==> src/design/gcpg_pkg.sv <==
package gcpg_pkg;

    localparam int CFG_IDX_BITS  = 3;
    localparam int CFG_DATA_BITS = 24;
    localparam int SCREEN_BITS   = 12;
    localparam int CELL_BITS     = 8;
    localparam int COLOR_BITS    = 24;
    localparam int CHAN_BITS     = 8;
    localparam int WSEL_BITS     = 4;
    localparam int CHAN_SEL_BITS = 3 * WSEL_BITS;

    typedef logic [CFG_IDX_BITS-1:0]  t_cfg_idx;
    typedef logic [CFG_DATA_BITS-1:0] t_cfg_data;
    typedef logic [CELL_BITS-1:0]     t_cell;
    typedef logic [COLOR_BITS-1:0]    t_color;
    typedef logic [CHAN_BITS-1:0]     t_chan;
    typedef logic [WSEL_BITS-1:0]     t_wsel;

    localparam t_cfg_idx CFG_SCREEN_WIDTH   = 3'd0;
    localparam t_cfg_idx CFG_SCREEN_HEIGHT  = 3'd1;
    localparam t_cfg_idx CFG_CELLS_PER_SIDE = 3'd2;
    localparam t_cfg_idx CFG_FIRST_COLOR    = 3'd3;
    localparam t_cfg_idx CFG_COLOR_STEP     = 3'd4;
    localparam t_cfg_idx CFG_INDEXED_MODE   = 3'd5;
    localparam t_cfg_idx CFG_CHANNEL_WIDTHS = 3'd6;

    localparam int                     RST_SCREEN_WIDTH   = 1024;
    localparam int                     RST_SCREEN_HEIGHT  = 768;
    localparam t_cell                  RST_CELLS_PER_SIDE = 8'd1;
    localparam t_color                 RST_FIRST_COLOR    = 24'd0;
    localparam t_chan                  RST_COLOR_STEP     = 8'd1;
    localparam logic                   RST_INDEXED_MODE   = 1'b1;
    localparam logic [CHAN_SEL_BITS-1:0] RST_CHANNEL_WIDTHS = 12'h565;

endpackage

==> src/design/gcpg_ifs.sv <==
interface gcpg_req_if;
    logic valid;
    logic ready;
    logic restart;

    modport source (output valid, output restart, input ready);
    modport sink   (input valid, input restart, output ready);
endinterface

interface gcpg_res_if #(
    parameter int COORD_BITS = 12
);
    logic                   valid;
    logic                   ready;
    logic [COORD_BITS-1:0]  pixel_x;
    logic [COORD_BITS-1:0]  pixel_y;
    logic                   painted;
    gcpg_pkg::t_color       pixel_color;
    logic                   frame_end;

    modport source (output valid, output pixel_x, output pixel_y, output painted,
                    output pixel_color, output frame_end, input ready);
    modport sink   (input valid, input pixel_x, input pixel_y, input painted,
                    input pixel_color, input frame_end, output ready);
endinterface

interface gcpg_cfg_if;
    logic                valid;
    logic                ready;
    gcpg_pkg::t_cfg_idx  idx;
    gcpg_pkg::t_cfg_data data;

    modport source (output valid, output idx, output data, input ready);
    modport sink   (input valid, input idx, input data, output ready);
endinterface

==> src/design/grid_color_pattern_generator.sv <==
// one request at a time; a plain advance steps through S_MUL0, S_MUL1 and S_DONE and
// registers its result on leaving S_DONE, and only then can the next request be taken
// a frame start (restart, or advancing past the last pixel) first runs S_DIV for the
// cell width and then the height, one quotient bit per cycle in a shared divider
// colour takes two passes through one 8x8 multiplier; a stalled result holds the next back
// synchronous active-low reset: registers to defaults, position and cell sizes zero
module grid_color_pattern_generator #(
    parameter int COORD_BITS = 12
) (
    input  logic          i_clk,
    input  logic          i_rst_n,
    gcpg_req_if.sink      i_req,
    gcpg_cfg_if.sink      i_cfg,
    gcpg_res_if.source    o_res
);

    localparam int CNT_BITS = $clog2(COORD_BITS);
    localparam int CELL_BITS_P1 = gcpg_pkg::CELL_BITS;

    typedef logic [COORD_BITS-1:0] t_coord;
    typedef logic [COORD_BITS:0]   t_coord_ext;

    localparam logic [2:0] S_IDLE = 3'd0;
    localparam logic [2:0] S_DIV  = 3'd1;
    localparam logic [2:0] S_MUL0 = 3'd2;
    localparam logic [2:0] S_MUL1 = 3'd3;
    localparam logic [2:0] S_DONE = 3'd4;

    // configuration
    t_coord                r_scr_w;
    t_coord                r_scr_h;
    gcpg_pkg::t_cell       r_cells;
    gcpg_pkg::t_color      r_first;
    gcpg_pkg::t_chan       r_step;
    logic                  r_indexed;
    logic [gcpg_pkg::CHAN_SEL_BITS-1:0] r_chan_w;

    // raster state
    logic [2:0]            r_state;
    t_coord                r_x, r_y, r_xc, r_yc, r_cw, r_ch;
    gcpg_pkg::t_cell       r_col, r_row;
    t_coord                n_x, n_y, n_xc, n_yc;
    gcpg_pkg::t_cell       n_col, n_row;
    logic                  n_start;

    // divider
    t_coord                r_quot;
    gcpg_pkg::t_cell       r_rem;
    logic [CNT_BITS-1:0]   r_cnt;
    logic                  r_phase;
    logic [CELL_BITS_P1:0] div_trial;

    // multiplier and output
    gcpg_pkg::t_chan       r_p0, r_p1;
    logic                  r_ovalid;
    t_coord                r_px, r_py;
    logic                  r_painted, r_fend;
    gcpg_pkg::t_color      r_color;

    t_coord                eff_w, eff_h;
    gcpg_pkg::t_cell       eff_n;
    t_coord_ext            x_inc, y_inc, xc_inc, yc_inc;
    logic                  x_more, y_more;
    logic                  div_ge;
    logic [CELL_BITS_P1:0] div_diff;
    gcpg_pkg::t_cell       div_rem_n;
    t_coord                div_q;
    gcpg_pkg::t_chan       mul_a, mul_b;
    logic [2*gcpg_pkg::CHAN_BITS-1:0] mul_full;
    logic                  painted;
    gcpg_pkg::t_wsel       wr, wg, wb;
    gcpg_pkg::t_chan       mr, mg, mb;
    gcpg_pkg::t_chan       r0, g0, b0, ch_r, ch_g, ch_b;
    gcpg_pkg::t_chan       idx_sum;
    gcpg_pkg::t_color      idx_color, dir_color, pix_color;
    logic                  cfg_we;
    logic                  out_load;

    function automatic gcpg_pkg::t_wsel clamp_w(input gcpg_pkg::t_wsel w);
        gcpg_pkg::t_wsel res;
        res = w;
        if (w == '0) begin
            res = gcpg_pkg::t_wsel'(1);
        end else if (w > gcpg_pkg::t_wsel'(gcpg_pkg::CHAN_BITS)) begin
            res = gcpg_pkg::t_wsel'(gcpg_pkg::CHAN_BITS);
        end
        return res;
    endfunction

    function automatic gcpg_pkg::t_chan low_mask(input gcpg_pkg::t_wsel w);
        logic [gcpg_pkg::CHAN_BITS:0] m;
        m = ({{gcpg_pkg::CHAN_BITS{1'b0}}, 1'b1} << w) - {{gcpg_pkg::CHAN_BITS{1'b0}}, 1'b1};
        return m[gcpg_pkg::CHAN_BITS-1:0];
    endfunction

    // configuration port
    assign i_cfg.ready = 1'b1;
    assign cfg_we      = i_cfg.valid && i_cfg.ready;

    always_ff @(posedge i_clk) begin
        if (!i_rst_n) begin
            r_scr_w   <= COORD_BITS'(gcpg_pkg::RST_SCREEN_WIDTH);
            r_scr_h   <= COORD_BITS'(gcpg_pkg::RST_SCREEN_HEIGHT);
            r_cells   <= gcpg_pkg::RST_CELLS_PER_SIDE;
            r_first   <= gcpg_pkg::RST_FIRST_COLOR;
            r_step    <= gcpg_pkg::RST_COLOR_STEP;
            r_indexed <= gcpg_pkg::RST_INDEXED_MODE;
            r_chan_w  <= gcpg_pkg::RST_CHANNEL_WIDTHS;
        end else if (cfg_we) begin
            unique case (i_cfg.idx)
                gcpg_pkg::CFG_SCREEN_WIDTH: begin
                    r_scr_w <= COORD_BITS'(i_cfg.data[gcpg_pkg::SCREEN_BITS-1:0]);
                end
                gcpg_pkg::CFG_SCREEN_HEIGHT: begin
                    r_scr_h <= COORD_BITS'(i_cfg.data[gcpg_pkg::SCREEN_BITS-1:0]);
                end
                gcpg_pkg::CFG_CELLS_PER_SIDE: begin
                    r_cells <= i_cfg.data[gcpg_pkg::CELL_BITS-1:0];
                end
                gcpg_pkg::CFG_FIRST_COLOR: begin
                    r_first <= i_cfg.data[gcpg_pkg::COLOR_BITS-1:0];
                end
                gcpg_pkg::CFG_COLOR_STEP: begin
                    r_step <= i_cfg.data[gcpg_pkg::CHAN_BITS-1:0];
                end
                gcpg_pkg::CFG_INDEXED_MODE: begin
                    r_indexed <= i_cfg.data[0];
                end
                gcpg_pkg::CFG_CHANNEL_WIDTHS: begin
                    r_chan_w <= i_cfg.data[gcpg_pkg::CHAN_SEL_BITS-1:0];
                end
                default: begin
                end
            endcase
        end
    end

    assign eff_w = (r_scr_w == '0) ? t_coord'(1) : r_scr_w;
    assign eff_h = (r_scr_h == '0) ? t_coord'(1) : r_scr_h;
    assign eff_n = (r_cells == '0) ? gcpg_pkg::t_cell'(1) : r_cells;

    assign x_inc  = {1'b0, r_x} + t_coord_ext'(1);
    assign y_inc  = {1'b0, r_y} + t_coord_ext'(1);
    assign xc_inc = {1'b0, r_xc} + t_coord_ext'(1);
    assign yc_inc = {1'b0, r_yc} + t_coord_ext'(1);
    assign x_more = x_inc < {1'b0, eff_w};
    assign y_more = y_inc < {1'b0, eff_h};

    // next raster position
    always_comb begin
        n_x     = r_x;
        n_y     = r_y;
        n_xc    = r_xc;
        n_yc    = r_yc;
        n_col   = r_col;
        n_row   = r_row;
        n_start = 1'b0;
        if (i_req.restart) begin
            n_start = 1'b1;
        end else if (x_more) begin
            n_x = x_inc[COORD_BITS-1:0];
            if (r_cw != '0 && r_col < eff_n) begin
                if (xc_inc >= {1'b0, r_cw}) begin
                    n_xc  = '0;
                    n_col = r_col + gcpg_pkg::t_cell'(1);
                end else begin
                    n_xc = xc_inc[COORD_BITS-1:0];
                end
            end
        end else if (y_more) begin
            n_y   = y_inc[COORD_BITS-1:0];
            n_x   = '0;
            n_xc  = '0;
            n_col = '0;
            if (r_ch != '0 && r_row < eff_n) begin
                if (yc_inc >= {1'b0, r_ch}) begin
                    n_yc  = '0;
                    n_row = r_row + gcpg_pkg::t_cell'(1);
                end else begin
                    n_yc = yc_inc[COORD_BITS-1:0];
                end
            end
        end else begin
            n_start = 1'b1;
        end
        if (n_start) begin
            n_x   = '0;
            n_y   = '0;
            n_xc  = '0;
            n_yc  = '0;
            n_col = '0;
            n_row = '0;
        end
    end

    // restoring divider, one quotient bit per cycle
    assign div_trial = {r_rem, r_quot[COORD_BITS-1]};
    assign div_ge    = div_trial >= {1'b0, eff_n};
    assign div_diff  = div_trial - {1'b0, eff_n};
    assign div_rem_n = div_ge ? div_diff[CELL_BITS_P1-1:0] : div_trial[CELL_BITS_P1-1:0];
    assign div_q     = {r_quot[COORD_BITS-2:0], div_ge};

    // shared multiplier, only the low byte is ever used
    always_comb begin
        if (r_state == S_MUL0) begin
            mul_a = r_indexed ? r_row : r_col;
            mul_b = r_indexed ? eff_n : r_step;
        end else begin
            mul_a = r_indexed ? (r_p0 + r_col) : r_row;
            mul_b = r_step;
        end
    end
    assign mul_full = mul_a * mul_b;

    // colour assembly
    assign painted = (r_cw != '0) && (r_ch != '0) && (r_col < eff_n) && (r_row < eff_n);

    assign wr = clamp_w(r_chan_w[3*gcpg_pkg::WSEL_BITS-1:2*gcpg_pkg::WSEL_BITS]);
    assign wg = clamp_w(r_chan_w[2*gcpg_pkg::WSEL_BITS-1:gcpg_pkg::WSEL_BITS]);
    assign wb = clamp_w(r_chan_w[gcpg_pkg::WSEL_BITS-1:0]);
    assign mr = low_mask(wr);
    assign mg = low_mask(wg);
    assign mb = low_mask(wb);

    assign b0   = r_first[gcpg_pkg::CHAN_BITS-1:0] & mb;
    assign g0   = gcpg_pkg::t_chan'(r_first >> wb) & mg;
    assign r0   = gcpg_pkg::t_chan'(r_first >> ({1'b0, wb} + {1'b0, wg})) & mr;
    assign ch_r = (r0 + r_p0) & mr;
    assign ch_g = (g0 + r_p1) & mg;
    assign ch_b = (b0 + r_p0 + r_p1) & mb;

    assign idx_sum   = r_first[gcpg_pkg::CHAN_BITS-1:0] + r_p1;
    assign idx_color = gcpg_pkg::t_color'(idx_sum);
    assign dir_color = (gcpg_pkg::t_color'(ch_r) << ({1'b0, wg} + {1'b0, wb}))
                     | (gcpg_pkg::t_color'(ch_g) << wb)
                     | gcpg_pkg::t_color'(ch_b);
    assign pix_color = !painted ? '0 : (r_indexed ? idx_color : dir_color);

    assign out_load = (r_state == S_DONE) && (!r_ovalid || o_res.ready);

    // sequencer
    always_ff @(posedge i_clk) begin
        if (!i_rst_n) begin
            r_state  <= S_IDLE;
            r_x      <= '0;
            r_y      <= '0;
            r_xc     <= '0;
            r_yc     <= '0;
            r_col    <= '0;
            r_row    <= '0;
            r_cw     <= '0;
            r_ch     <= '0;
            r_cnt    <= '0;
            r_phase  <= 1'b0;
            r_ovalid <= 1'b0;
        end else begin
            if (out_load) begin
                r_ovalid <= 1'b1;
            end else if (o_res.valid && o_res.ready) begin
                r_ovalid <= 1'b0;
            end
            unique case (r_state)
                S_IDLE: begin
                    if (i_req.valid) begin
                        r_x   <= n_x;
                        r_y   <= n_y;
                        r_xc  <= n_xc;
                        r_yc  <= n_yc;
                        r_col <= n_col;
                        r_row <= n_row;
                        if (n_start) begin
                            r_cnt   <= '0;
                            r_phase <= 1'b0;
                            r_state <= S_DIV;
                        end else begin
                            r_state <= S_MUL0;
                        end
                    end
                end
                S_DIV: begin
                    if (r_cnt == CNT_BITS'(COORD_BITS - 1)) begin
                        r_cnt <= '0;
                        if (!r_phase) begin
                            r_cw    <= div_q;
                            r_phase <= 1'b1;
                        end else begin
                            r_ch    <= div_q;
                            r_state <= S_MUL0;
                        end
                    end else begin
                        r_cnt <= r_cnt + CNT_BITS'(1);
                    end
                end
                S_MUL0: begin
                    r_state <= S_MUL1;
                end
                S_MUL1: begin
                    r_state <= S_DONE;
                end
                S_DONE: begin
                    if (out_load) begin
                        r_state <= S_IDLE;
                    end
                end
                default: begin
                    r_state <= S_IDLE;
                end
            endcase
        end
    end

    // datapath registers
    always_ff @(posedge i_clk) begin
        if (r_state == S_IDLE && i_req.valid && n_start) begin
            r_quot <= eff_w;
            r_rem  <= '0;
        end else if (r_state == S_DIV) begin
            if (r_cnt == CNT_BITS'(COORD_BITS - 1)) begin
                r_quot <= eff_h;
                r_rem  <= '0;
            end else begin
                r_quot <= div_q;
                r_rem  <= div_rem_n;
            end
        end
        if (r_state == S_MUL0) begin
            r_p0 <= mul_full[gcpg_pkg::CHAN_BITS-1:0];
        end
        if (r_state == S_MUL1) begin
            r_p1 <= mul_full[gcpg_pkg::CHAN_BITS-1:0];
        end
        if (out_load) begin
            r_px      <= r_x;
            r_py      <= r_y;
            r_painted <= painted;
            r_color   <= pix_color;
            r_fend    <= !x_more && !y_more;
        end
    end

    assign i_req.ready       = (r_state == S_IDLE);
    assign o_res.valid       = r_ovalid;
    assign o_res.pixel_x     = r_px;
    assign o_res.pixel_y     = r_py;
    assign o_res.painted     = r_painted;
    assign o_res.pixel_color = r_color;
    assign o_res.frame_end   = r_fend;

endmodule

==> src/flat_wrapper.sv <==
// flat-port wrapper written by rule: the top's interface ports become plain ports
module grid_color_pattern_generator_flat 
#(
    parameter int COORD_BITS = 12
)
  (i_clk, i_rst_n, i_req_valid, i_req_restart, i_req_ready, i_cfg_valid, i_cfg_idx, i_cfg_data, i_cfg_ready, o_res_valid, o_res_pixel_x, o_res_pixel_y, o_res_painted, o_res_pixel_color, o_res_frame_end, o_res_ready);
  gcpg_req_if i_req_i ();
  gcpg_cfg_if i_cfg_i ();
  gcpg_res_if #(.COORD_BITS(COORD_BITS)) o_res_i ();
  input  logic i_clk;
  input  logic i_rst_n;
  input wire logic [$bits(i_req_i.valid)-1:0] i_req_valid;
  input wire logic [$bits(i_req_i.restart)-1:0] i_req_restart;
  output wire logic [$bits(i_req_i.ready)-1:0] i_req_ready;
  input wire logic [$bits(i_cfg_i.valid)-1:0] i_cfg_valid;
  input wire logic [$bits(i_cfg_i.idx)-1:0] i_cfg_idx;
  input wire logic [$bits(i_cfg_i.data)-1:0] i_cfg_data;
  output wire logic [$bits(i_cfg_i.ready)-1:0] i_cfg_ready;
  output wire logic [$bits(o_res_i.valid)-1:0] o_res_valid;
  output wire logic [$bits(o_res_i.pixel_x)-1:0] o_res_pixel_x;
  output wire logic [$bits(o_res_i.pixel_y)-1:0] o_res_pixel_y;
  output wire logic [$bits(o_res_i.painted)-1:0] o_res_painted;
  output wire logic [$bits(o_res_i.pixel_color)-1:0] o_res_pixel_color;
  output wire logic [$bits(o_res_i.frame_end)-1:0] o_res_frame_end;
  input wire logic [$bits(o_res_i.ready)-1:0] o_res_ready;
  assign i_req_i.valid = i_req_valid;
  assign i_req_i.restart = i_req_restart;
  assign i_req_ready = i_req_i.ready;
  assign i_cfg_i.valid = i_cfg_valid;
  assign i_cfg_i.idx = i_cfg_idx;
  assign i_cfg_i.data = i_cfg_data;
  assign i_cfg_ready = i_cfg_i.ready;
  assign o_res_valid = o_res_i.valid;
  assign o_res_pixel_x = o_res_i.pixel_x;
  assign o_res_pixel_y = o_res_i.pixel_y;
  assign o_res_painted = o_res_i.painted;
  assign o_res_pixel_color = o_res_i.pixel_color;
  assign o_res_frame_end = o_res_i.frame_end;
  assign o_res_i.ready = o_res_ready;
  grid_color_pattern_generator #(.COORD_BITS(COORD_BITS)) u_core (.i_clk(i_clk), .i_rst_n(i_rst_n), .i_req(i_req_i), .i_cfg(i_cfg_i), .o_res(o_res_i));
endmodule
==> config.mk <==
export PLATFORM = sky130hd
export DESIGN_NAME = grid_color_pattern_generator_flat
export DESIGN_NICKNAME = d
export VERILOG_FILES = /design/src/design/gcpg_pkg.sv /design/src/design/gcpg_ifs.sv /design/src/design/grid_color_pattern_generator.sv /design/src/flat_wrapper.sv
export SDC_FILE = /design/constraint.sdc
export NUM_CORES = 1
export LEC_CHECK = 0
export BUFFER_PORTS_ARGS = -buffer_cell sky130_fd_sc_hd__buf_2
export CORE_UTILIZATION = 30
export CTS_CLUSTER_SIZE = 30
export DETAILED_ROUTE_END_ITERATION = 7
export GPL_TIMING_DRIVEN = 0
export PLACE_DENSITY_LB_ADDON = 0.15
export SYNTH_ARGS = -nofsm -noshare
export SYNTH_HDL_FRONTEND = slang
export SYNTH_SLANG_ARGS = --single-unit
==> constraint.sdc <==
create_clock -name i_clk -period 15.86 [get_ports i_clk]
set_clock_uncertainty 0.2 [all_clocks]
set_input_delay 3.172 -clock i_clk [delete_from_list [all_inputs] [get_ports i_clk]]
set_output_delay 3.172 -clock i_clk [all_outputs]
set_load 0.005 [all_outputs]
=== After elaboration in Yosys (flattened, before gate mapping) ===
Cells that the tools add are included.

* Order comparisons: 10
* Multipliers: 1
* Shift operators: 7
* Reduce and logical (&&, ||, !) cells: 50
* Eq/ne operators: 20
* Bitwise logic cells: 10
* Add/sub/neg operators: 18
* Multiplexer cells: 70

{| class="wikitable"
|+ Operators by type and width
! operator !! count
|-
| two-way mux 12 bit || 24
|-
| two-way mux 8 bit || 21
|-
| adder 12 x 1 -> 13 bit (second input constant) || 4
|-
| adder 8 bit || 6
|-
| bitwise AND 8 bit || 6
|-
| two-way mux 4 bit || 9
|-
| >= comparator 13 x 12 -> 1 bit || 2
|-
| less-than comparator 13 x 12 -> 1 bit || 2
|-
| logical NOT 12 bit || 2
|-
| bitwise OR 24 bit || 1
|-
| bitwise OR 24 x 8 -> 24 bit || 1
|-
| nonzero test 12 bit || 2
|-
| left shift 1 x 4 -> 8 bit (first input constant) || 3
|-
| left shift 8 x 4 -> 24 bit || 1
|-
| left shift 8 x 5 -> 24 bit || 1
|-
| >> shifter 24 x 4 -> 8 bit || 1
|-
| >> shifter 24 x 5 -> 8 bit || 1
|-
| subtractor 8 x 1 -> 8 bit (second input constant) || 3
|-
| adder 8 x 1 -> 8 bit (second input constant) || 2
|-
| less-than comparator 8 bit || 2
|-
| case mux 3 bit (5 select lines) || 1
|-
| AND reduction 2 bit || 7
|-
| equality test 3 x 2 -> 1 bit (second input constant) || 4
|-
| equality test 3 bit (second input constant) || 4
|-
| other kinds (31) || 76
|}

* Input port bits: 33
* Register bits: 260
* Output and inout bits: 53

=== Longest topological paths before layout ===
Gate-level depths: netlist (run 1).

* Depth after elaboration: 12
* Mapped depth: 26
* Gate-level depth less buffers: 24

=== Least setup slack after synthesis (run 1) ===
No wires, ideal clock.

* Kind: input -> register
* From: input o_res_ready
* To: register u_core.r_fend (netlist: u_core.o_res.frame_end) (enable)
* Buffers on the path: 0
* Stages: 2
* Setup slack: 9851 ps
* Arrival: 5351 ps
* Cells stage by stage: nor2b_1 > nor2_1

* Word-level cells in the longest chain between the ends: 2

{| class="wikitable"
|+ Ends and longest elaborated chain
! item !! RTL line !! RTL
|-
| from (decl) || flat_wrapper.sv:25 || <nowiki>input wire logic [$bits(o_res_i.ready)-1:0] o_res_ready;</nowiki>
|-
| logical OR 1 bit || grid_color_pattern_generator.sv:239 || <nowiki>assign out_load = (r_state == S_DONE) && (!r_ovalid || o_res.ready);</nowiki>
|-
| logical AND 1 bit || grid_color_pattern_generator.sv:239 ||
|-
| via u_core.out_load || grid_color_pattern_generator.sv:77 || <nowiki>logic out_load;</nowiki>
|-
| to (signal assigned) || grid_color_pattern_generator.sv:337 || <nowiki>r_fend <= !x_more && !y_more;</nowiki>
|-
| to (decl) || grid_color_pattern_generator.sv:57 || <nowiki>logic r_painted, r_fend;</nowiki>
|}

The timed path passes the listed nets, and every way through them passes these cells.
A chain may end at the register's enable or synchronous reset.

=== Worst setup path in the final report (run 1) ===
* From: register u_core.r_chan_w[3] in the netlist's numbering
* To: register u_core.r_color[12] (netlist: u_core.o_res.pixel_color[12]) (data pin)

* Word-level cells in the longest chain between the ends: 11
* Elaborated cells on any way between the ends: 17
* Classes of those cells: 3 x add/sub; 1 x order compare; 4 x shift; 2 x mux; 6 x bitwise; 1 x reduce/logical

{| class="wikitable"
|+ Ends and longest elaborated chain
! item !! RTL line !! RTL
|-
| from (decl) || grid_color_pattern_generator.sv:36 || <nowiki>logic [gcpg_pkg::CHAN_SEL_BITS-1:0] r_chan_w;</nowiki>
|-
| from (signal assigned) || grid_color_pattern_generator.sv:108 || <nowiki>r_chan_w <= gcpg_pkg::RST_CHANNEL_WIDTHS;</nowiki>
|-
| from (signal assigned) || grid_color_pattern_generator.sv:130 || <nowiki>r_chan_w <= i_cfg.data[gcpg_pkg::CHAN_SEL_BITS-1:0];</nowiki>
|-
| > comparator 4 bit || grid_color_pattern_generator.sv:84 || <nowiki>end else if (w > gcpg_pkg::t_wsel'(gcpg_pkg::CHAN_BITS)) begin</nowiki>
|-
| two-way mux 4 bit || grid_color_pattern_generator.sv:84 ||
|-
| two-way mux 4 bit * || grid_color_pattern_generator.sv:82 || <nowiki>if (w == '0) begin</nowiki>
|-
| adder 4 x 4 -> 5 bit || grid_color_pattern_generator.sv:227, grid_color_pattern_generator.sv:234 ||
|-
| >> shifter 24 x 5 -> 8 bit || grid_color_pattern_generator.sv:227 || <nowiki>assign r0 = gcpg_pkg::t_chan'(r_first >> ({1'b0, wb} + {1'b0, wg})) & mr;</nowiki>
|-
| bitwise AND 8 bit || grid_color_pattern_generator.sv:227 ||
|-
| adder 8 bit || grid_color_pattern_generator.sv:228 || <nowiki>assign ch_r = (r0 + r_p0) & mr;</nowiki>
|-
| bitwise AND 8 bit || grid_color_pattern_generator.sv:228 ||
|-
| left shift 8 x 5 -> 24 bit || grid_color_pattern_generator.sv:234 || <nowiki>assign dir_color = (gcpg_pkg::t_color'(ch_r) << ({1'b0, wg} + {1'b0, wb}))</nowiki>
|-
| bitwise OR 24 bit * || grid_color_pattern_generator.sv:235 || <nowiki>| (gcpg_pkg::t_color'(ch_g) << wb)</nowiki>
|-
| bitwise OR 24 x 8 -> 24 bit * || grid_color_pattern_generator.sv:236 || <nowiki>| gcpg_pkg::t_color'(ch_b);</nowiki>
|-
| to (signal assigned) || grid_color_pattern_generator.sv:336 || <nowiki>r_color <= pix_color;</nowiki>
|-
| to (decl) || grid_color_pattern_generator.sv:58 || <nowiki>gcpg_pkg::t_color r_color;</nowiki>
|}

Every way passes the cells marked *; elsewhere a longest branch is shown, timed or not.

==> summary.md, run 1 <==
The number of synthesized register bits works out to 260. The detailed router finished its first iteration with 1083 violations. The run gives 34 as the number of CTS-inserted buffers.

The fraction of registers with async set or reset after synthesis came out at 0%. The startpoint type of the worst setup path is a flip-flop. After detailed routing, the number of remaining DRC violations is 0. Compared with the post-synthesis result, the final layout area differs by 14.3%. The portion of the post-synthesis area used by sequential elements came out at 32.8%. The final layout contains routed wiring with a total length of 61.8 mm. For the pin with the worst max-slew slack, the measured transition is 1.15 ns. The endpoint class of the critical path was a flip-flop. Yosys printed 0 warnings. Clock latency on the worst-skew pair, taken at its later pin, is 0.56 ns. The H-tree was split into 2 levels.

Once detail routing completed, the nets flagged for antenna violations numbered 0. Row generation in the floorplan step produced 89 rows. The most area-hungry cell type in the Yosys netlist is dfxtp_1. After detailed routing, the average wire length per cell comes to 20.0 um. The time the final worst path needs with I/O delays and setup was 7.91 ns. Setup violations remaining at the end of the flow were counted as 0. The layout has 6214 filler cells. Height of the chip: 248 um.

In this run the power density over the cells is 111 nW/um^2. The top cell type by area accounts for 20.0% of the synthesized area. Counting flops with a built-in enable in the synthesized netlist gives 78.

The launch instance of the worst register-to-register path is u_core.r_chan_w[3]. The worst hold path begins at u_core.r_step[1]. The synthesized area per cell works out to 8.38 um^2.

By startpoint and endpoint, the worst setup path is classified as flip-flop to flip-flop. Post-CTS timing repair inserted 0 buffers for setup. For the worst setup path, the data required time is 15.94 ns.

Summed over all layers, the global routing overflow is 0. Static timing analysis puts the maximum clock frequency at 126 MHz. The clock net in this run drives a total of 260 sinks. The netlist area before placement is 18200 um^2, and the number of instances resized during post-cts repair is 0. Summed over all cells, the static leakage comes to 8.17 nW. The logs give 15600 for the via count of the first global-routing pass and 2 for the initial antenna violation count.

During I/O placement, the number of pins put on the boundary was 86. Synthesis handed over a netlist of 2175 instances. Buffers placed on the I/O ports in this run total 83. Clock-pin slew was measured on the worst setup and hold paths at 0.07 ns. The placed cell count was 3035. For the flop-to-flop setup slack, the log shows 7.95 ns. The maximum buffer depth of the clock tree came out at 3. By area the synthesized netlist is led by dfxtp_1 20%, edfxtp_1 13%, ha_1 9.1%. The area of the placeable core was 59600 um^2; the max-cap violation count was 0. After the flow finishes, the layout carries non-filler instances totaling 3098. The die is 248 um wide. VDD sags by at most 0.0692 mV. Cells with a size suffix above 1 make up 8.82% of the layout. The flow ran to the end, and the final reports show no timing, DRC or antenna violations.

At the end of routability-driven placement, the weighted congestion stood at 0.934. For the final-report hold violation count, the log shows 0. Of the available clock period, the critical path in the final layout requires 49.9%. The number of cell instances on the worst register-to-register path was 25. The starting density of the core was 30.6%. The worst hold path passes through 2 cells. In this run the tightest slew margin relative to its limit is 23.0%. For the post-synthesis cell type count, the log shows 91. The endpoint identified for the worst register-to-register timing path is u_core.o_res.pixel_color[12]. The run gives 16200 as the vias after detailed routing. The data arrival time of the critical path came out at 7.99 ns. Setup repair after global routing left no endpoint under its margin. For this design, the CTS-stage hold fixing added 0 buffers. The final layout contains 2489 nets. The CTS root buffer was clkbuf_16. The largest fanout on the critical path was 10; the global router's overall resource usage was 19.7%. The number of vias per cell is 5.22.

Entering global routing, the biggest net connects 32 pins. The logs give 5 for the total iterations of the first detailed-routing run and 20800 um^2 for the post-route standard cell area excluding fillers. The logs give 48.7 mm for the placed wire-length estimate and 94.7 mm for the first-pass GRT wire length.

The die covers 61700 um^2. Once routing completed, OpenROAD measured the worst setup slack at 7.95 ns. Cells fill 35.0% of the core in the end. The worst-case setup slack after placement was 8.07 ns. For hold timing, the worst endpoint is u_core.r_step[1]. TritonCTS built the clock tree. The final max-slew violation count was 0. The worst hold path belongs to the class flip-flop to flip-flop.

The sum of negative setup slack was 0 ns; the placed instance area was 19600 um^2. The commonest register cell after synthesis is dfxtp_1.
==> power breakdown <==
group          switching [mW]  internal (mW)  total (mW)
Combinational           0.421          0.249       0.670
Clock                   0.320          0.501       0.821
Sequential             0.0652          0.749       0.814
Total                   0.806           1.50        2.30
==> worst max-delay path by stage <==
stage / startpoint / to / slack [ns]
2_1_floorplan: o_res_ready / u_core.o_res.frame_end / 9.85
3_3_place_gp: u_core.r_chan_w[3] / u_core.o_res.pixel_color[12] / 8.00
3_5_place_dp: u_core.r_chan_w[3] / u_core.o_res.pixel_color[12] / 8.07
4_1_cts: u_core.r_chan_w[3] / u_core.o_res.pixel_color[12] / 8.01
5_1_grt: u_core.r_chan_w[3] / u_core.o_res.pixel_color[12] / 7.44
6_report: u_core.r_chan_w[3] / u_core.o_res.pixel_color[12] / 7.95
==> cell usage after synthesis, types with 14 or more instances <==
| library cell | n |
|---|---|
| a211oi_1 | 20 |
| a21boi_0 | 100 |
| a21o_1 | 37 |
| a21oi_1 | 97 |
| a31oi_1 | 31 |
| and2_1 | 21 |
| and3_1 | 21 |
| buf_2 | 16 |
| clkbuf_1 | 73 |
| dfxtp_1 | 182 |
| edfxtp_1 | 78 |
| fa_1 | 26 |
| ha_1 | 132 |
| inv_1 | 124 |
| mux2i_1 | 58 |
| nand2_1 | 362 |
| nand2b_1 | 21 |
| nand3_1 | 51 |
| nor2_1 | 205 |
| nor2b_1 | 30 |
| nor3_1 | 36 |
| nor4_1 | 16 |
| o21ai_0 | 80 |
| or3_1 | 14 |
| xnor2_1 | 67 |
| xor2_1 | 55 |
==> placed cells by master, fill, tap and decap left out, types with 7 or more instances in the layout <==
cell,instances
nand3b_1,11
a21oi_1,97
mux2_2,12
or3_1,14
o21bai_1,7
fa_1,26
a211oi_1,20
and2_1,21
a21boi_0,100
o211ai_1,12
nand2b_1,21
nand3_1,51
nor4_1,16
inv_1,124
nor2b_1,30
nand4_1,9
mux4_2,7
edfxtp_1,78
buf_2,99
o21a_1,13
o21ai_0,80
dfxtp_1,182
ha_1,132
a21o_1,37
o22ai_1,10
clkbuf_1,81
o221ai_1,7
mux2i_1,58
nor3_1,36
nor2_1,204
nand2_1,362
or2_2,8
and3_1,21
buf_1,12
a31oi_1,31
xor2_1,55
xnor2_1,67
clkbuf_16,35
==> critical path, cell delays in order (launching register included) <==
cell and delay [ns]:
dfxtp_1 0.31, clkbuf_1 0.36, inv_1 0.26, o21ai_1 0.40, clkinv_1 0.44, ha_1 0.35
fa_1 0.48, clkbuf_1 0.45, buf_1 0.49, clkbuf_1 0.47, nand2_1 0.09, o21ai_0 0.15
a21oi_1 0.12, o22ai_1 0.18, a21oi_1 0.10, ha_1 0.26, fa_1 0.40, a21o_1 0.17
a21oi_1 0.25, xnor2_1 0.17, a32o_1 0.33, a21oi_1 0.22, a2bb2oi_1 0.43, nor2_1 0.08
a221oi_1 0.29, a21oi_1 0.15
==> stage by stage <==
stage	power [mW]	hold slack, ns
after global placement	1.49	0.249
after CTS	2.33	0.273
after global routing	2.43	0.288
after detailed placement	1.49	0.262
after floorplan	1.26	0.230
final	2.30	0.272
==> flip-flops by register name (all words and copies together), names as in the netlist, 8 cells and up <==
| name | cells |
|---|---|
| u_core.r_scr_w | 12 |
| u_core.r_chan_w | 12 |
| u_core.r_cells | 8 |
| u_core.r_rem | 8 |
| u_core.r_scr_h | 12 |
| u_core.r_ch | 12 |
| u_core.r_step | 8 |
| u_core.r_p1 | 8 |
| u_core.r_row | 8 |
| u_core.r_yc | 12 |
| u_core.r_col | 8 |
| u_core.r_p0 | 8 |
| u_core.r_quot | 12 |
| u_core.r_x | 12 |
| u_core.r_first | 24 |
| u_core.o_res.pixel_color | 24 |
| u_core.r_y | 12 |
| u_core.r_cw | 12 |
| u_core.o_res.pixel_y | 12 |
| u_core.r_xc | 12 |
| u_core.o_res.pixel_x | 12 |
==> final cells by class <==
type                       count  area [um^2]  area share [%]
antenna                        1         2.50          0.0120
buffer                       103          418            2.01
clock buffer                  45          933            4.48
clock inverter                17          253            1.21
inverter                     126          473            2.27
multi-input combinational   1689        11400            54.6
sequential                   260         5990            28.7
tap                          773          967            4.64
timing repair buffer          84          435            2.09
==> kinds of logic after synthesis <==
logic type               Yosys count  synth area share (%)
multiplexers                      80                  5.22
AND/OR/NAND/NOR                  825                  20.3
buffers and inverters            229                  4.89
other                              1                0.0206
flip-flops                       260                  32.8
XOR/XNOR                         125                  6.16
AO/OA/AOI/OAI                    497                  18.7
adder cells (fa/ha/maj)          158                  11.9
==> per-layer routing <==
| metal | vias to the layer above | wire length [um] | global-route usage [%] |
|---|---|---|---|
| li1 | 7860 | - | - |
| met1 | 7865 | 30300 | 27.6 |
| met2 | 354 | 27700 | 31.6 |
| met3 | 87 | 2500 | 2.46 |
| met4 | 0 | 1320 | 5.27 |
| met5 | - | 0 | 0 |
Note: power is estimated with default switching activity, not from simulation.
==> run 2: changes to the inputs <==
Settings changed: ABC_AREA set to 1.
Clock period 15.86 ns to 7.33 ns, I/O delays scaled along.
==> run 2 against run 1 <==
The flow now finishes with violations (DRC). Critical path depth is 2 higher. Setup slack got worse by 7.6 ns. Global-route usage rose by 1.2 points. Cell count is 9.4% higher. Sequential power up 130%. Routed wire length up 2.6%. Sequential share of layout area increased by 0.24 points. Total power increased to 2.5 times the previous value. Via count rose by 6.8%. Clock power grew 110%. Hold slack worse by 0.012 ns. Area after synthesis fell by 0.92%. Critical path type unchanged.
==> summary.md, run 2 <==
The logs give 38.5% for the combinational fraction of design power and 18100 um^2 for the netlist area before placement. The placed cell count was 3323; the number of cell instances on the worst register-to-register path was 27. In the final layout, flip-flops and latches occupy 5990 um^2. The most used standard cell by instance count after synthesis is nand2_1. The total of fill cells in the finished design came out at 6386.

Summing all multi-input logic gate instances after layout gives 10500 um^2. Along the worst path, the maximum fanout reaches 10. The fraction of registers with async set or reset after synthesis was 0%; the area fraction of the dominant cell type after synthesis was 20.2%. The residual overflow from global routing was 0. For the relative contribution of the clock network to total power, the log shows 29.5%. The most area-hungry cell type in the Yosys netlist is dfxtp_1. The logs give 0 for the number of antenna diodes and 3.45 mW for the internal power of the cells. Cells with a size suffix above 1 make up 9.41% of the layout. Entering global routing, the biggest net connects 27 pins. The tree is rooted in a clkbuf_16. Clock-pin slew was measured on the worst setup and hold paths at 0.06 ns. The path with the worst hold slack has its endpoint at u_core.r_rem[7]. The cell count after synthesis came out at 2462.

For the clock net sink count, the log shows 260. The width of the die came out at 247 um. For this design the total switching power over the nets is 2.38 mW.

STA puts the critical path data required time at 7.43 ns. The tools report the starting density of the core as 30.5%. The post-cts hold buffer count came out at 0. STA puts the critical path data arrival time at 7.07 ns. The startpoint of the worst hold path is u_core.r_rem[7].

The tools report the CTS H-tree depth as 2. Using the TritonRoute via totals, the vias-per-cell ratio works out to 5.10. IR analysis of the VDD net gives a maximum drop of 0.188 mV. The tools report the via count of the first global-routing pass as 16700.

TritonCTS built the clock tree. The tools report the sum of negative setup slack as 0 ns. The netlist uses 71 different library cells.

The run gives 0 as the final max-slew violation count. The fraction of power consumed by sequential logic was 32.0%; the proportion of total power due to net switching was 40.8%. For the placed wire-length estimate, the log shows 50.5 mm.

In the synthesized netlist, the cells that appear most often are 458 x nand2_1, 304 x inv_1, 240 x o21ai_0, 216 x a21oi_1, 212 x nor2_1. The count of yosys warnings during synthesis was 0. The row count is 89, and the number of cells traversed by the worst hold path is 2. The tools report the leakage power of the design as 8.82 nW. Worst reg2reg path endpoint: u_core.o_res.pixel_color[7]. The library cell used most frequently in the layout, excluding fill and tap cells, is nand2_1.

The first global-routing pass estimated 98.2 mm of wire. The highest clock rate is 144 MHz. Number of CTS-inserted buffers: 36. The worst setup path is captured at a flip-flop. By area the synthesized netlist is led by dfxtp_1 20%, edfxtp_1 13%, nand2_1 9.5%. The flow ran to the end, but the final reports show violations.

The floorplan step defined a core boundary enclosing 59200 um^2. The launch instance of the worst register-to-register path is u_core.r_chan_w[1]. The area growth from synthesis to layout is 14.4%. The number of buffers inserted by port buffering is 84.

Setup repair after global routing left no endpoint under its margin. The number of setup buffers added after CTS was 0. Total iterations of the first detailed-routing run: 7. The final layout contains 2778 nets.

At the later pin of the worst-skew pair, clock insertion delay measures 0.59 ns. The category of the critical setup timing path was flip-flop to flip-flop. Yosys mapped a number of flops with a built-in enable equal to 78.

Total wire length after detailed routing: 63.4 mm. After layout, the worst path uses 95.1% of the clock period. The library cells used most frequently in the layout, excluding fill and tap cells, are 458 x nand2_1, 304 x inv_1, 238 x o21ai_0, 216 x a21oi_1, 209 x nor2_1. The die is 247 um tall.

The worst register-to-register path has a setup slack of 0.36 ns. The full die area is 61200 um^2. The synthesized area per cell is 7.33 um^2. The worst setup path is launched from a flip-flop. Power spread over the standard cell area amounts to 282 nW/um^2.

The maximum buffer depth of the clock tree was 3; the number of synthesized register bits was 260. In this run, the number of DRC markers left after iteration 0 of detailed routing was 1260. Setup violations remaining at the end of the flow were counted as 0. The number of remaining DRC errors is 8, and the max-cap violation count is 0. The logs give 17300 for the vias after detailed routing and 19.4% for the worst slew margin relative to its limit.

The logs give 0 for the initial antenna violation count and 0 for the final-report hold violation count. The time the final worst path needs with I/O delays and setup came out at 6.97 ns. Dividing the detail-routed wire length by the instance count gives 18.7 um. The commonest register cell after synthesis is dfxtp_1. The number of antenna-violating nets in the routed design is 0, and the global router's overall resource usage is 20.9%. The share of the Yosys chip area taken by registers is 33.1%.

At the pin with the least slew margin, the transition time is 1.20 ns. The number of non-filler instances in the completed layout was 3388. The tightest min-delay check is of the flip-flop to flip-flop type. The final reports fail on DRC. The routability congestion estimate is 0.942, and the number of placed I/O pins is 86.
==> run 2: changes by cell type after synthesis, moves of 20 or more <==
| cell | before | now |
|---|---|---|
| a21oi_1 | 97 | 216 |
| nand2b_1 | 21 | 0 |
| inv_1 | 124 | 304 |
| and3_1 | 21 | 1 |
| a21boi_0 | 100 | 1 |
| xnor2_1 | 67 | 19 |
| o211ai_1 | 12 | 41 |
| nand2_1 | 362 | 458 |
| nor2b_1 | 30 | 0 |
| o21ai_0 | 80 | 240 |
| a21o_1 | 37 | 3 |
| nand3_1 | 51 | 143 |
| nand4_1 | 9 | 29 |
| mux2i_1 | 58 | 3 |
==> run 2: stage by stage <==
| stage | power, mW | instance area, um^2 | hold slack [ns] | setup slack (ns) | utilization, % |
|---|---|---|---|---|---|
| 2_1_floorplan | 3.45 | 18100 | 0.229 | 2.04 | - |
| 3_3_place_gp | 4.11 | 19500 | 0.244 | 0.0121 | 32.8 |
| 3_5_place_dp | 4.14 | 19500 | 0.249 | 0.102 | 32.9 |
| 4_1_cts | 5.90 | 20700 | 0.264 | 0.0635 | 34.9 |
| 5_1_grt | 6.27 | 20700 | 0.289 | 0.000187 | 34.9 |
| 6_report | 5.83 | 20700 | 0.260 | 0.363 | 34.9 |
==> run 2: critical path, stage by stage, from the launching register on <==
cell and delay (ns):
dfxtp_1 0.38, inv_1 0.15, nand2_2 0.22, nand2_2 0.15, buf_2 0.22, buf_2 0.20
buf_2 0.20, ha_1 0.24, fa_1 0.46, a31oi_1 0.39, inv_1 0.32, nor2_2 0.38
inv_1 0.21, o21a_1 0.23, a2111oi_0 0.80, ha_1 0.42, a21oi_1 0.13, o21ai_0 0.09
a31oi_1 0.28, nand3_1 0.17, nand3_1 0.12, nand2_1 0.13, nand3_1 0.11, nand3_1 0.13
nand3_1 0.16, nand2_1 0.08, nand2_1 0.06, a21oi_1 0.07
==> run 2: metal layers <==
layer	global-route usage, %	vias up	share of wire, %
met3	2.42	101	4.1
met5	0	-	0
li1	-	8554	-
met4	7.33	0	3.0
met1	26.9	8208	45
met2	36.0	410	48
==> run 2: worst max path at each step <==
stage                                  start                     endpoint  slack [ns]  depth (start not counted)
after floorplan           u_core.r_chan_w[2]  u_core.o_res.pixel_color[6]        2.04                         32
after global placement    u_core.r_chan_w[1]  u_core.o_res.pixel_color[5]        0.01                         30
after detailed placement  u_core.r_chan_w[1]  u_core.o_res.pixel_color[5]        0.10                         30
after CTS                 u_core.r_chan_w[1]  u_core.o_res.pixel_color[5]        0.06                         30
after global routing      u_core.r_chan_w[1]  u_core.o_res.pixel_color[5]      0.0002                         29
final                     u_core.r_chan_w[1]  u_core.o_res.pixel_color[7]        0.36                         27
==> run 2: area by class of cell <==
class / instances / share of cell area (%)
Buffer: 90 / 1.88
Clock buffer: 51 / 4.92
Clock inverter: 15 / 0.727
Inverter: 317 / 5.78
Multi-Input combinational cell: 1797 / 50.9
Sequential cell: 260 / 29.0
Tap cell: 773 / 4.68
Timing Repair Buffer: 85 / 2.13
==> run 2: cells by family after synthesis <==
family                     after synthesis  share of synthesized area (%)
and+or+nand+nor                        952                           23.4
AOI/OAI and AO/OA                      598                           18.4
buffers and inverters                  408                           8.76
DFF                                    260                           33.1
adders and majority gates              158                           12.0
xor gates and xnor gates                82                           4.02
muxes                                    3                          0.166
other                                    1                         0.0208
==> run 2: power by group through the flow <==
stage | registers, mW | logic (mW) | clock network, mW
3_3_place_gp | 1.89 | 2.21 | 0
3_5_place_dp | 1.89 | 2.24 | 0
6_report | 1.87 | 2.24 | 1.72
4_1_cts | 1.87 | 2.26 | 1.77
2_1_floorplan | 1.80 | 1.64 | 0
5_1_grt | 1.87 | 2.57 | 1.83
==> run 2: repair_timing <==
action,CTS,global route
endpoints found under the setup margin,0,21
resized for setup,0,13
endpoints found under the hold margin,0,0
==> run 3: changes to the inputs <==
Settings changed: CELL_PAD_IN_SITES_DETAIL_PLACEMENT set to 1, CELL_PAD_IN_SITES_GLOBAL_PLACEMENT set to 2, SETUP_SLACK_MARGIN set to 0.4.
==> run 3 against run 2 <==
Sequential power hardly changed. Setup slack better by 0.42 ns. Critical path type unchanged. Fmax is 6.4% higher. Highest routed layer unchanged. The flow still finishes with violations (DRC). Via count is 1.7% higher. Clock power is 4% higher. Hold slack better by 0.011 ns. Critical endpoint is now u_core.o_res.pixel_color[8]. Combinational power is 5% higher. Largest power group unchanged. Non-clock buffer count is 2 higher. Flip-flop and latch count stayed put. Critical path depth is 2 lower. Clock-buffer cell count is 3 higher. Global-route usage is 2.5 points higher.
==> summary.md, run 3 (synthesis gave the netlist of run 2 again) <==
The count of cells in the finished layout, fillers not included, comes to 3389. The run gives 18300 as the via count of the first global-routing pass. Headroom to the max-slew limit came out at 14.0%. The tools report the global router's overall resource usage as 23.4%. The finished cells cover 20700 um^2.

Setup repair after global routing left no endpoint under its margin. Relative to the synthesized area, the layout overhead comes to 14.9%. For this run, the slowest stage of the critical path takes 0.60 ns. The logs give 0 for the final max-slew violation count and 30.5% for the starting density of the core. The first routing iteration left 1030 violations. The category of the critical setup timing path was flip-flop to flip-flop.

For the worst setup path, the data required time is 7.42 ns. The clock passes through at most 3 buffers. Max-cap violations in this run came to 0.

For the worst-skew pair, the clock arrives at the later sink with an insertion delay of 0.57 ns. The total iterations of the first detailed-routing run is 7, and the final-report hold violation count is 0. For this block, the routed nets add up to 70.9 mm of wire.

Measured slew at the worst slew-check pin: 1.28 ns. Clock tree synthesis selected as its root buffer the cell clkbuf_16. At the end of routability-driven placement, the weighted congestion stood at 0.896.

The run gives 2 as the CTS H-tree depth. The analysis attributes to cell leakage a power of 8.89 nW. Entering global routing, the biggest net connects 28 pins. In the final layout, the share of cells above drive strength 1 is 9.98%.

The number of buffers inserted by port buffering was 84. VDD sags by at most 0.181 mV. The tools report the placed instance area as 19500 um^2.

The number of vias per cell is 5.18. The worst setup path is captured at a flip-flop. Dividing the detail-routed wire length by the instance count gives 20.9 um. The net count of the finished layout is 2780. The first-pass GRT wire length was 109 mm.

In the layout the commonest cells are 458 x nand2_1, 301 x inv_1, 236 x o21ai_0, 216 x a21oi_1, 207 x nor2_1. The floorplan has 89 rows. After global routing the overflow that remains totals 0. The floorplan step defined a die boundary enclosing 61200 um^2. The highest clock rate was 153 MHz; the largest fanout on the critical path was 10. Leaving out fill and tap cells, the most frequent cell in the layout is nand2_1.

Counting I/O delays and the setup requirement, the final critical path takes 6.55 ns. The number of CTS-inserted buffers is 36. The run finished, with violations left.

The width of the die was 247 um; the number of remaining DRC errors was 10. The final reports fail on DRC. 86 I/O pins were placed.

For the worst setup path, the data arrival time is 6.63 ns. The vias after detailed routing was 17600; the number of antenna diodes was 0. The area of the placeable core was 59200 um^2; the placed wire-length estimate was 56.7 mm. Setup violations remaining at the end of the flow were counted as 0.

After detailed placement, the design holds a cell count of 3323. TritonCTS built the clock tree. After layout, the design draws a total of 6.00 mW. Initial antenna violation count: 1. The path type of the worst min-delay path was flip-flop to flip-flop. Startpoint type of the worst setup path: a flip-flop. The slowest stage of the critical path belongs to the cell a2111oi_0. After clock tree synthesis, the clock-pin slew on the worst setup and hold paths is 0.06 ns.

The clock net sink count was 260; the cell area power density was 289 nW/um^2. The number of antenna-violating nets in the routed design was 0. Of the available clock period, the critical path in the final layout requires 89.3%.

The die is 247 um tall.
## run 3: changes by cell type in the layout (fill, tap and decap cells not counted), moves of 3 or more
cell,delta
inv_2,+3
inv_1,-3
buf_1,-6
clkbuf_2,+3
clkbuf_1,-3
clkbuf_4,+8
clkinvlp_4,-3
## run 3: area by class of cell
type / instances / area (um^2)
Clock inverter: 11 / 139
Fill cell: 7327 / 38500
Buffer: 91 / 428
Clock buffer: 54 / 1040
Inverter: 317 / 1190
Multi-Input combinational cell: 1797 / 10500
Tap cell: 773 / 967
Timing Repair Buffer: 86 / 448
Sequential cell: 260 / 5990
## run 3: worst paths after layout
kind / startpoint / to / slack [ns] / cells after the start
worst max-delay path: u_core.r_chan_w[3] / u_core.o_res.pixel_color[8] / 0.78 / 25
worst min-delay path: u_core.r_rem[7] / u_core.r_rem[7] / 0.27 / 2
worst max register to register: u_core.r_chan_w[3] / u_core.o_res.pixel_color[8] / 0.78 / 25
worst min register to register: u_core.r_rem[7] / u_core.r_rem[7] / 0.27 / 2
## run 3: stage by stage
stage / setup TNS, ns / utilization [%] / worst slack (ns) / hold slack, ns
floorplan: 0 / - / 2.04 / 0.229
global placement: -0.615 / 32.8 / -0.191 / 0.252
detailed placement: -0.295 / 32.9 / -0.117 / 0.258
CTS: 0 / 34.9 / 0.417 / 0.272
global route: 0 / 35.0 / 0.405 / 0.296
finish: 0 / 35.0 / 0.784 / 0.270
## run 3: repair_timing
| action | 4_1_cts | 5_1_grt |
|---|---|---|
| setup endpoints to repair | 22 | 22 |
| hold endpoints to repair | 0 | 0 |
| gates resized for setup | 11 | 44 |
| pin swaps | 0 | 1 |
| hold buffers | 0 | 0 |
| setup buffers | 0 | 1 |
## run 3: power breakdown
group	total (mW)	switching, mW	internal (mW)
clock	1.79	0.731	1.06
sequential	1.86	0.167	1.70
combinational	2.35	1.56	0.789
total	6.00	2.45	3.55
## run 3: worst max-delay path: cells and delay by family, from the launching register on
family	cells	cell delay [ns]
buffers and inverters	5	1.08
flip-flops	1	0.46
AND/OR/NAND/NOR	9	1.40
adder cells (fa/ha/maj)	3	1.14
AO/OA/AOI/OAI	8	1.97
## run 3: per-layer routing
| layer | global-route usage (%) | part of all wire (%) | up-vias |
|---|---|---|---|
| met1 | 29.8 | 45 | 8543 |
| met4 | 8.52 | 3.2 | 0 |
| met2 | 40.8 | 48 | 362 |
| met5 | 0 | 0 | - |
| met3 | 2.36 | 3.8 | 110 |
| li1 | - | - | 8549 |
